### src/hdl/sqlls_pkg.sv
// ----------------------------------------------------------------------------
// SQL literal scanner package
// Shared result type, lookahead codes, character constants and queue sizing.
// ----------------------------------------------------------------------------
package sqlls_pkg;

   // Which byte is waiting for its successor.
   typedef enum logic [2:0] {
      PEND_NONE  = 3'd0,
      PEND_LEAD  = 3'd1,
      PEND_SLASH = 3'd2,
      PEND_STAR  = 3'd3,
      PEND_DASH  = 3'd4,
      PEND_QUOTE = 3'd5
   } pend_type;

   localparam logic [7:0] CH_QUOTE = 8'h27;
   localparam logic [7:0] CH_SLASH = 8'h2F;
   localparam logic [7:0] CH_STAR  = 8'h2A;
   localparam logic [7:0] CH_DASH  = 8'h2D;
   localparam logic [7:0] CH_LF    = 8'h0A;
   localparam logic [7:0] CH_CR    = 8'h0D;

   localparam logic [15:0] LEN_MAX = 16'hFFFF;

   // Result queue: four entries, up to two written per request.
   localparam int FIFO_DEPTH = 4;
   localparam int FIFO_AW    = 2;
   localparam int FIFO_LW    = 3;

   typedef struct packed {
      logic               last;
      logic               found;
      logic signed [16:0] word_start;
      logic [15:0]        length;
   } rsp_item_type;

   typedef struct packed {
      logic [FIFO_LW-1:0] level;
      logic               room;
   } fifo_status_type;

endpackage

### src/hdl/sqlls_scan.sv
// ----------------------------------------------------------------------------
// SQL literal scanner state and byte step
// Holds the segment state and computes, for one byte, the next state and
// up to two finished segment results.
// ----------------------------------------------------------------------------
module sqlls_scan
   import sqlls_pkg::*;
#(
   parameter int POSITION_WIDTH = 16,
   parameter int DEPTH_WIDTH    = 5
) (
   input  logic         clock,
   input  logic         reset,
   input  logic         step,
   input  logic [7:0]   data_byte,
   input  logic         end_of_input,
   output logic [1:0]   res_cnt,
   output rsp_item_type res_a,
   output rsp_item_type res_b
);

   localparam logic [POSITION_WIDTH-1:0] POS_MAX = {POSITION_WIDTH{1'b1}};
   localparam logic [DEPTH_WIDTH-1:0]    DEP_MAX = {DEPTH_WIDTH{1'b1}};

   logic [POSITION_WIDTH-1:0] pos_ff, pos_in;
   logic [DEPTH_WIDTH-1:0]    depth_ff, depth_in;
   logic                      line_ff, line_in;
   logic                      lit_ff, lit_in;
   pend_type                  pend_ff, pend_in;
   logic                      none_ff, none_in;
   logic [POSITION_WIDTH-1:0] start_ff, start_in;

   logic                      matched;
   logic                      close;
   logic [POSITION_WIDTH-1:0] b_pos;
   logic [DEPTH_WIDTH-1:0]    b_depth;
   logic                      b_line, b_lit, b_none;
   logic [POSITION_WIDTH-1:0] b_start;
   rsp_item_type              close_item, eoi_item;

   function automatic logic [POSITION_WIDTH-1:0] adv(input logic [POSITION_WIDTH-1:0] p);
      return (p == POS_MAX) ? p : p + POSITION_WIDTH'(1);
   endfunction

   function automatic rsp_item_type make_item(
      input logic [POSITION_WIDTH-1:0] pos,
      input logic                      none,
      input logic [POSITION_WIDTH-1:0] start,
      input logic                      lit,
      input logic                      last
   );
      rsp_item_type it;
      logic [32:0]  wpos;
      logic [32:0]  wst;
      wpos = 33'(pos);
      wst  = 33'(start);
      it.length = (wpos > 33'(LEN_MAX)) ? LEN_MAX : wpos[15:0];
      if (none) begin
         it.word_start = -17'sd1;
      end else if (wst > 33'(LEN_MAX)) begin
         it.word_start = {1'b0, LEN_MAX};
      end else begin
         it.word_start = {1'b0, wst[15:0]};
      end
      it.found = lit;
      it.last  = last;
      return it;
   endfunction

   always_comb begin
      pos_in   = pos_ff;
      depth_in = depth_ff;
      line_in  = line_ff;
      lit_in   = lit_ff;
      pend_in  = PEND_NONE;
      none_in  = none_ff;
      start_in = start_ff;
      close    = 1'b0;
      b_pos    = pos_ff;
      b_depth  = depth_ff;
      b_line   = line_ff;
      b_lit    = lit_ff;
      b_none   = none_ff;
      b_start  = start_ff;

      matched = (pend_ff == PEND_LEAD)
             || (pend_ff == PEND_SLASH && data_byte == CH_STAR)
             || (pend_ff == PEND_STAR  && data_byte == CH_SLASH)
             || (pend_ff == PEND_DASH  && data_byte == CH_DASH)
             || (pend_ff == PEND_QUOTE && data_byte == CH_QUOTE);

      if (matched) begin
         pos_in = adv(pos_ff);
         if (pend_ff == PEND_SLASH && depth_ff != DEP_MAX) begin
            depth_in = depth_ff + DEPTH_WIDTH'(1);
         end
         if (pend_ff == PEND_STAR && depth_ff != '0) begin
            depth_in = depth_ff - DEPTH_WIDTH'(1);
         end
         if (pend_ff == PEND_DASH) begin
            line_in = 1'b1;
         end
      end else begin
         // A quote followed by anything but a quote closes the segment first.
         if (pend_ff == PEND_QUOTE) begin
            close   = 1'b1;
            b_pos   = '0;
            b_depth = '0;
            b_line  = 1'b0;
            b_lit   = 1'b0;
            b_none  = 1'b1;
            b_start = '0;
         end
         pos_in   = adv(b_pos);
         depth_in = b_depth;
         line_in  = b_line;
         lit_in   = b_lit;
         none_in  = b_none;
         start_in = b_start;
         if (data_byte[7]) begin
            pend_in = PEND_LEAD;
         end else begin
            case (data_byte)
               CH_QUOTE: begin
                  if (b_lit) begin
                     pend_in = PEND_QUOTE;
                  end else if (b_depth == '0 && !b_line) begin
                     lit_in   = 1'b1;
                     none_in  = 1'b0;
                     start_in = b_pos;
                  end
               end
               CH_SLASH: begin
                  if (!b_lit) pend_in = PEND_SLASH;
               end
               CH_STAR: begin
                  if (!b_lit) pend_in = PEND_STAR;
               end
               CH_DASH: begin
                  if (!b_lit) pend_in = PEND_DASH;
               end
               CH_LF, CH_CR: begin
                  line_in = 1'b0;
               end
               default: begin
                  if (!b_lit) begin
                     none_in  = 1'b0;
                     start_in = adv(b_pos);
                  end
               end
            endcase
         end
      end

      close_item = make_item(pos_ff, none_ff, start_ff, lit_ff, !end_of_input);
      eoi_item   = make_item(pos_in, none_in, start_in, lit_in, 1'b1);
      res_a      = close ? close_item : eoi_item;
      res_b      = eoi_item;
      res_cnt    = 2'(close) + 2'(end_of_input);

      if (end_of_input) begin
         pos_in   = '0;
         depth_in = '0;
         line_in  = 1'b0;
         lit_in   = 1'b0;
         pend_in  = PEND_NONE;
         none_in  = 1'b1;
         start_in = '0;
      end
   end

   always_ff @(posedge clock) begin
      if (reset) begin
         pos_ff   <= '0;
         depth_ff <= '0;
         line_ff  <= 1'b0;
         lit_ff   <= 1'b0;
         pend_ff  <= PEND_NONE;
         none_ff  <= 1'b1;
         start_ff <= '0;
      end else if (step) begin
         pos_ff   <= pos_in;
         depth_ff <= depth_in;
         line_ff  <= line_in;
         lit_ff   <= lit_in;
         pend_ff  <= pend_in;
         none_ff  <= none_in;
         start_ff <= start_in;
      end
   end

endmodule

### src/hdl/sqlls_rsp_fifo.sv
// ----------------------------------------------------------------------------
// SQL literal scanner result queue
// Four-entry queue that takes zero, one or two results per cycle and
// hands them out one at a time.
// ----------------------------------------------------------------------------
module sqlls_rsp_fifo
   import sqlls_pkg::*;
(
   input  logic            clock,
   input  logic            reset,
   input  logic [1:0]      push_cnt,
   input  rsp_item_type    push_a,
   input  rsp_item_type    push_b,
   output logic            out_valid,
   input  logic            out_ready,
   output rsp_item_type    out_item,
   output fifo_status_type status
);

   rsp_item_type       mem_ff [FIFO_DEPTH];
   logic [FIFO_AW-1:0] wr_ff, wr_in;
   logic [FIFO_AW-1:0] rd_ff, rd_in;
   logic [FIFO_LW-1:0] level_ff, level_in;
   logic               pop;
   logic [FIFO_AW-1:0] wr_next;

   assign out_valid     = (level_ff != '0);
   assign out_item      = mem_ff[rd_ff];
   assign pop           = out_valid && out_ready;
   assign wr_next       = wr_ff + FIFO_AW'(1);
   assign status.level  = level_ff;
   // Room for the largest burst a single request can produce.
   assign status.room   = (level_ff <= FIFO_LW'(FIFO_DEPTH - 2));

   always_comb begin
      wr_in    = wr_ff + FIFO_AW'(push_cnt);
      rd_in    = pop ? rd_ff + FIFO_AW'(1) : rd_ff;
      level_in = level_ff + FIFO_LW'(push_cnt) - FIFO_LW'(pop);
   end

   always_ff @(posedge clock) begin
      if (push_cnt != 2'd0) mem_ff[wr_ff] <= push_a;
      if (push_cnt == 2'd2) mem_ff[wr_next] <= push_b;
      if (reset) begin
         wr_ff    <= '0;
         rd_ff    <= '0;
         level_ff <= '0;
      end else begin
         wr_ff    <= wr_in;
         rd_ff    <= rd_in;
         level_ff <= level_in;
      end
   end

endmodule

### src/hdl/sql_literal_scanner.sv
// ----------------------------------------------------------------------------
// SQL literal scanner
// Cuts a byte stream of SQL text into segments that end after a quoted
// literal or at the end of the text, and reports length, start and flag.
// ----------------------------------------------------------------------------
//  channel  dir  tdata                                  tlast
//  req      in   [7:0] data_byte                        end_of_input
//  rsp      out  [15:0] segment_length,                 last_of_run
//                [32:16] word_start, [33] found_literal
//
// One byte is accepted per cycle while req_tready is high; it is registered,
// then the scan step and the result queue write happen once the queue has room.
// A byte that yields two results puts both in the queue, handed out in turn.
// Reset is synchronous and returns the scanner to an empty segment.
// rsp_tready low fills the four-entry result queue; req_tready drops while a
// byte is held and fewer than two entries are free.
// ----------------------------------------------------------------------------
module sql_literal_scanner
   import sqlls_pkg::*;
#(
   parameter int POSITION_WIDTH = 16,
   parameter int DEPTH_WIDTH    = 5
) (
   input  logic        clock,
   input  logic        reset,
   input  logic        req_tvalid,
   output logic        req_tready,
   input  logic [7:0]  req_tdata,   // [7:0] data_byte
   input  logic        req_tlast,   // end_of_input
   output logic        rsp_tvalid,
   input  logic        rsp_tready,
   output logic [39:0] rsp_tdata,   // [15:0] segment_length, [32:16] word_start,
                                    // [33] found_literal, [39:34] zero
   output logic        rsp_tlast    // last_of_run
);

   logic            s1_vld_ff, s1_vld_in;
   logic [7:0]      s1_byte_ff;
   logic            s1_eoi_ff;
   logic            fire;
   logic [1:0]      res_cnt;
   logic [1:0]      push_cnt;
   rsp_item_type    res_a, res_b, out_item;
   fifo_status_type fstat;

   assign fire       = s1_vld_ff && fstat.room;
   assign req_tready = !s1_vld_ff || fstat.room;
   assign push_cnt   = fire ? res_cnt : 2'd0;

   always_comb begin
      s1_vld_in = s1_vld_ff;
      if (req_tready) s1_vld_in = req_tvalid;
   end

   always_ff @(posedge clock) begin
      if (req_tvalid && req_tready) begin
         s1_byte_ff <= req_tdata;
         s1_eoi_ff  <= req_tlast;
      end
      if (reset) begin
         s1_vld_ff <= 1'b0;
      end else begin
         s1_vld_ff <= s1_vld_in;
      end
   end

   sqlls_scan #(
      .POSITION_WIDTH (POSITION_WIDTH),
      .DEPTH_WIDTH    (DEPTH_WIDTH)
   ) u_scan (
      .clock        (clock),
      .reset        (reset),
      .step         (fire),
      .data_byte    (s1_byte_ff),
      .end_of_input (s1_eoi_ff),
      .res_cnt      (res_cnt),
      .res_a        (res_a),
      .res_b        (res_b)
   );

   sqlls_rsp_fifo u_fifo (
      .clock     (clock),
      .reset     (reset),
      .push_cnt  (push_cnt),
      .push_a    (res_a),
      .push_b    (res_b),
      .out_valid (rsp_tvalid),
      .out_ready (rsp_tready),
      .out_item  (out_item),
      .status    (fstat)
   );

   assign rsp_tdata = {6'd0, out_item.found, out_item.word_start, out_item.length};
   assign rsp_tlast = out_item.last;

`ifndef SYNTHESIS
   // The queue never holds more than its depth.
   a_level_bound: assert property (@(posedge clock) disable iff (reset)
      fstat.level <= FIFO_LW'(FIFO_DEPTH))
      else $error("result queue overfilled");

   // The final byte of a text always closes a segment.
   a_eoi_result: assert property (@(posedge clock) disable iff (reset)
      (fire && s1_eoi_ff) |-> (res_cnt != 2'd0))
      else $error("end of input produced no result");

   // Two results from one byte only when the byte also ends the text.
   a_pair_needs_eoi: assert property (@(posedge clock) disable iff (reset)
      (fire && res_cnt == 2'd2) |-> s1_eoi_ff)
      else $error("two results without end of input");

   // A request is only passed to the scanner with queue room for both results.
   a_room_on_fire: assert property (@(posedge clock) disable iff (reset)
      fire |-> (fstat.level <= FIFO_LW'(FIFO_DEPTH - 2)))
      else $error("scan step without queue room");
`endif

endmodule
### config.mk
export PLATFORM = sky130hd
export DESIGN_NAME = sql_literal_scanner
export DESIGN_NICKNAME = d
export VERILOG_FILES = /design/src/hdl/sqlls_pkg.sv /design/src/hdl/sqlls_scan.sv /design/src/hdl/sqlls_rsp_fifo.sv /design/src/hdl/sql_literal_scanner.sv
export SDC_FILE = /design/constraint.sdc
export NUM_CORES = 1
export LEC_CHECK = 0
export ABC_CLOCK_PERIOD_IN_PS = 12900
export BUFFER_PORTS_ARGS = -buffer_cell sky130_fd_sc_hd__buf_2
export CORE_ASPECT_RATIO = 0.9
export CORE_UTILIZATION = 43
export CTS_BUF_LIST = sky130_fd_sc_hd__clkbuf_8
export DETAILED_ROUTE_END_ITERATION = 8
export SLEW_MARGIN = 20
export SYNTH_ARGS = -nofsm -noshare
export SYNTH_HDL_FRONTEND = slang
export SYNTH_SLANG_ARGS = --single-unit
export TNS_END_PERCENT = 100
### constraint.sdc
create_clock -name clock -period 12.9 [get_ports clock]
set_clock_uncertainty 0.05 [all_clocks]
set_input_delay 2.58 -clock clock [delete_from_list [all_inputs] [get_ports clock]]
set_output_delay 2.58 -clock clock [all_outputs]
set_load 0.02 [all_outputs]
Yosys cells after proc, flatten, opt, wreduce, memory -nomap -nowiden. Memories as Yosys holds them, arrays and structs flattened. A register that Yosys moved wholly into a read port is not among the register bits. Cells that the tools add are included.

Output and inout bits: 43. Bits of input ports: 13. RAM bits: 140. Memories kept: 1. Bits in registers: 60.

Mux-type cells: 63. Add/sub/neg operators: 10. Reductions and logical operators: 26. Order comparisons: 1. Eq/ne operators: 17.

Memory list: u_fifo.mem_ff (depth 4, width 35, rd ports 1, clocked after memory_dff 1, wr ports 2, line sqlls_rsp_fifo.sv:20) `rsp_item_type mem_ff [FIFO_DEPTH];`.

Operator list (count): $mux W16 (13); $mux W35 (1); $mux W17 (2); $add A16 B1 Y16 const B (2); $eq A16 B16 Y1 const B (2); $eq A8 B6 Y1 const B (4); $pmux W16 S2 (1); $mux W5 (6); $mux W1 (28); $eq A8 B4 Y1 const B (2); $mux W3 (5); $pmux W3 S4 (1); $logic_and A1 B1 Y1 (10); $mux W2 (5); $eq A3 B2 Y1 const B (2); $eq A3 B3 Y1 const B (2); $add A5 B1 Y5 const B (1); $logic_not A5 Y1 (1); $logic_or A1 B1 Y1 (5); $ne A5 B5 Y1 const B (1); $reduce_bool A5 Y1 (1); $reduce_or A5 Y1 (1); $sub A5 B1 Y5 const B (1); $add A2 B1 Y2 const B (2); 15 further kinds (18).

Depth between registers and ports, before layout.
Word-level depth: 16. Depth in mapped cells: 17. Mapped depth without buffers: 12.

Hierarchy. From an unflattened synthesis, not the netlist that was laid out.

Cell total of the unflattened synthesis: 996. Area total of the unflattened synthesis: 11771.3 µm².

By module, submodules not included: sqlls_rsp_fifo (instances 1, area an instance 7250.7 µm², cells an instance 388); sqlls_scan (instances 1, area an instance 4124.0 µm², cells an instance 584); sql_literal_scanner (instances 1, area an instance 396.6 µm², cells an instance 24).

Least setup slack after synthesis. No wires, ideal clock.

Path type: register -> output. Start point: reg with a tool-made name. End point: out rsp_tdata[10]. Required time: 10.270 ns. Path buffers: 2. Arrival: 1.846 ns. Path slack: 8.424 ns. Stages on the path, launching flop included: 4. Cell sequence: dfxtp_1 clkbuf_1 buf_1 mux4_2.

RTL lines: to (decl) (line sql_literal_scanner.sv:32) `output logic [39:0] rsp_tdata,`.

==> results_dict.tcl <==
set metrics [dict create \
    status "finished, final reports clean" \
    rsz0062_at_grt "no" \
    cts_htree_levels 2 \
    clkTransAtPathRegs_ns 0.06 \
    total_power_mw 1.74 \
    p_clk_share_pct 36.2 \
    arrival_ns 5.27 \
    crit_path_end_kind "flop" \
    ir_drop_uv 78.5 \
    area_growth_pct 10.5 \
    cellLeakagePower_nw 4.16 \
    synth_warnings 0 \
    slew_viol_final 0 \
    cts_buffers 37 \
    io_pins 56 \
    hold_viol 0 \
    layout-drive-gt1-share_pct 17.9 \
    synth_edf_count 145 \
    slew_headroom_pct 30.4 \
    power_frac_comb_pct 21.4 \
    ys_seq_area_share_pct 47.7 \
    setup_viol 0 \
    hold_path.class "reg2reg" \
    worstHoldStart "u_fifo.mem_ff[3][34]" \
    synth_top_family_by_area "compound AO/OA/AOI/OAI gates" \
    grt_pass1_wl_mm 55.1 \
    drcViolationCount 0 \
    place_inst 1430 \
    num_antenna_cells 0 \
    vias 9773 \
    dp_slack_ns 7.94 \
    wire_per_inst_um 23.9 \
    ys_ff_latch 202 \
    cts_tree "done" \
    synthArstFlopShare_pct 0 \
    synthFlopType "edfxtp_1" \
    synthAdderAreaFrac_pct 1.44 \
    final_cells 1496 \
    wl_mm 35.8 \
    core_um2 26200 \
    r2r-start "s1_byte_ff[7]" \
    critPathKind "reg2reg" \
    dp_hpwl_mm 24.2 \
    synth_compound_area_share_pct 22.7 \
    setup_tns_ns 0 \
    via_per_inst 6.53 \
    synth_area_um2 11500 \
    mostFrequentLayoutCell "edfxtp_1" \
    post-cts-setup-buffer-count 0 \
    initial_utilization_pct 43.9 \
    maxCapViolCount 0 \
    ys_types 101 \
    seqPwrFrac_pct 42.4 \
    cts-root-buf "clkbuf_8" \
    synthXorXnorAreaFrac_pct 0.913 \
    dr.pass1.iters 5 \
    p_sw_mw 0.519 \
    syn_avg_cell_area_um2 10.5 \
    insertion_delay_ns 0.56 \
    grtUsageTotal_pct 26.4 \
    cp.required_ns 13.08 \
    period_needed_ns 5.09 \
    grt_overflow 0 \
    antenna_found_initial 1 \
    cts-resized-gates 0 \
    dieWidth_um 174 \
    gp_congestion 0.985 \
    drtAntennaViolNets 0 \
    dieArea_um2 27400 \
    timing.final.crit_share_pct 39.5 \
    cts_hold_buf 0 \
    worstMarginPinSlew_ns 1.04 \
    p_int_mw 1.22 \
    synthSimpleGateAreaFrac_pct 14.7 \
    cts_buffer_depth 3 \
    die_h_um 157 \
    final.setup.worst_slack_ns 7.81 \
    synth_mux_area_share_pct 7.96 \
    cts.sinks 202 \
    initialDrtViolationCount 1441 \
    startpoint "s1_byte_ff[7]" \
    most-common-layout-cells "145 x edfxtp_1, 82 x nand2_1, 77 x nor2_1" \
    fmax_mhz 196 \
    netSwitchingFraction_pct 29.9 \
    setup.worst_path.start_class "flop" \
    final_net_count 1146 \
    numPortBuffers 49 \
    grt_pass1_vias 9290 \
    crit_fanout 29 \
    power_density_nw_per_um2 137 \
    grt_max_degree 39 \
    netlist_instances 1099 \
    rows 56 \
]
[layout make-up]
type	count	area [µm²]
clock buffers	38	523
clock inverters	28	229
fillers	2457	13500
inverters	26	97.6
multi-input cells	782	5520
flip-flops and latches	202	5500
well taps	348	435
repair buffers	72	418
[path summary, 6_finish.rpt]
path | depth (start not counted) | to | slack, ns
worst max-delay path | 11 | u_fifo.mem_ff[0][24] | 7.81
worst min-delay path | 1 | u_fifo.mem_ff[3][34] | 0.42
worst max register to register | 11 | u_fifo.mem_ff[0][24] | 7.81
worst min register to register | 1 | u_fifo.mem_ff[3][34] | 0.42
[power by group through the flow]
| stage | registers (mW) | clock network [mW] | logic [mW] |
|---|---|---|---|
| after global routing | 0.738 | 0.666 | 0.403 |
| after CTS | 0.736 | 0.638 | 0.375 |
| after global placement | 0.748 | 0 | 0.371 |
| after floorplan | 0.738 | 0 | 0.283 |
| after detailed placement | 0.749 | 0 | 0.373 |
| final | 0.737 | 0.629 | 0.371 |
[state kept, by name, indices dropped and copies added, names as in the netlist, 3 cells and up, named ones only]
name and flops:
u_fifo.mem_ff 140, u_scan.pos_ff 16, u_scan.start_ff 16, s1_byte_ff 8, u_scan.depth_ff 5, u_fifo.level_ff 3, u_scan.pend_ff 3
[synthesized netlist by cell type (7+ instances only)]
cell type	count	share of area [%]
a21oi_1	66	2.9
o22ai_1	76	4.1
mux4_2	35	6.8
buf_2	19	0.83
xnor2_1	7	0.53
and2_1	11	0.60
dfxtp_1	57	9.9
a211oi_2	8	0.87
nand4_1	9	0.49
ha_1	10	1.1
or3_1	12	0.65
nor3_1	24	1.0
inv_1	26	0.85
clkbuf_1	57	1.9
a22o_1	10	0.76
o21ai_0	72	3.1
a31oi_1	11	0.60
nand2_1	82	2.7
buf_1	8	0.26
o21ai_1	12	0.52
nand3_1	57	2.5
edfxtp_1	145	38
o211ai_1	14	0.91
buf_4	9	0.59
a22oi_1	12	0.78
and3_1	16	0.87
nor2_1	77	2.5
[per-stage QoR]
step | instance area, µm² | hold WS [ns] | util [%]
5_1_grt | 12700 | 0.448 | 48.5
2_1_floorplan | 11500 | 0.381 | -
6_report | 12700 | 0.417 | 48.5
3_5_place_dp | 12000 | 0.401 | 45.7
4_1_cts | 12700 | 0.415 | 48.5
3_3_place_gp | 12000 | 0.390 | 45.7
[metal layers]
metal  GRT usage (%)  up-vias  routed length (µm)
met4            10.3        2                1260
met3            6.11       90                3620
met2            39.4      545               15600
met5               0        -                   3
li1                -     4345                   -
met1            37.0     4791               15400
[worst max-delay path, cell delays in order, from the launching register on]
cell      delay [ns]
edfxtp_1        0.79
nor4b_4         0.62
nand2_1         0.16
nand2_1         0.10
buf_4           0.29
inv_1           0.10
ha_1            0.41
o21ai_1         0.42
nor3_2          0.20
nor2_1          0.84
inv_1           0.38
buf_4           0.37
[cell families (layout without fill, tap and decap cells)]
logic type	after synthesis	after routing
other	1	6
and+or+nand+nor	332	332
DFF	202	202
adders and majority gates	12	12
xor gates and xnor gates	12	12
muxes	47	47
buffers and inverters	120	164
AOI/OAI and AO/OA	373	373
No activity file was read; power rests on OpenSTA's default activity.
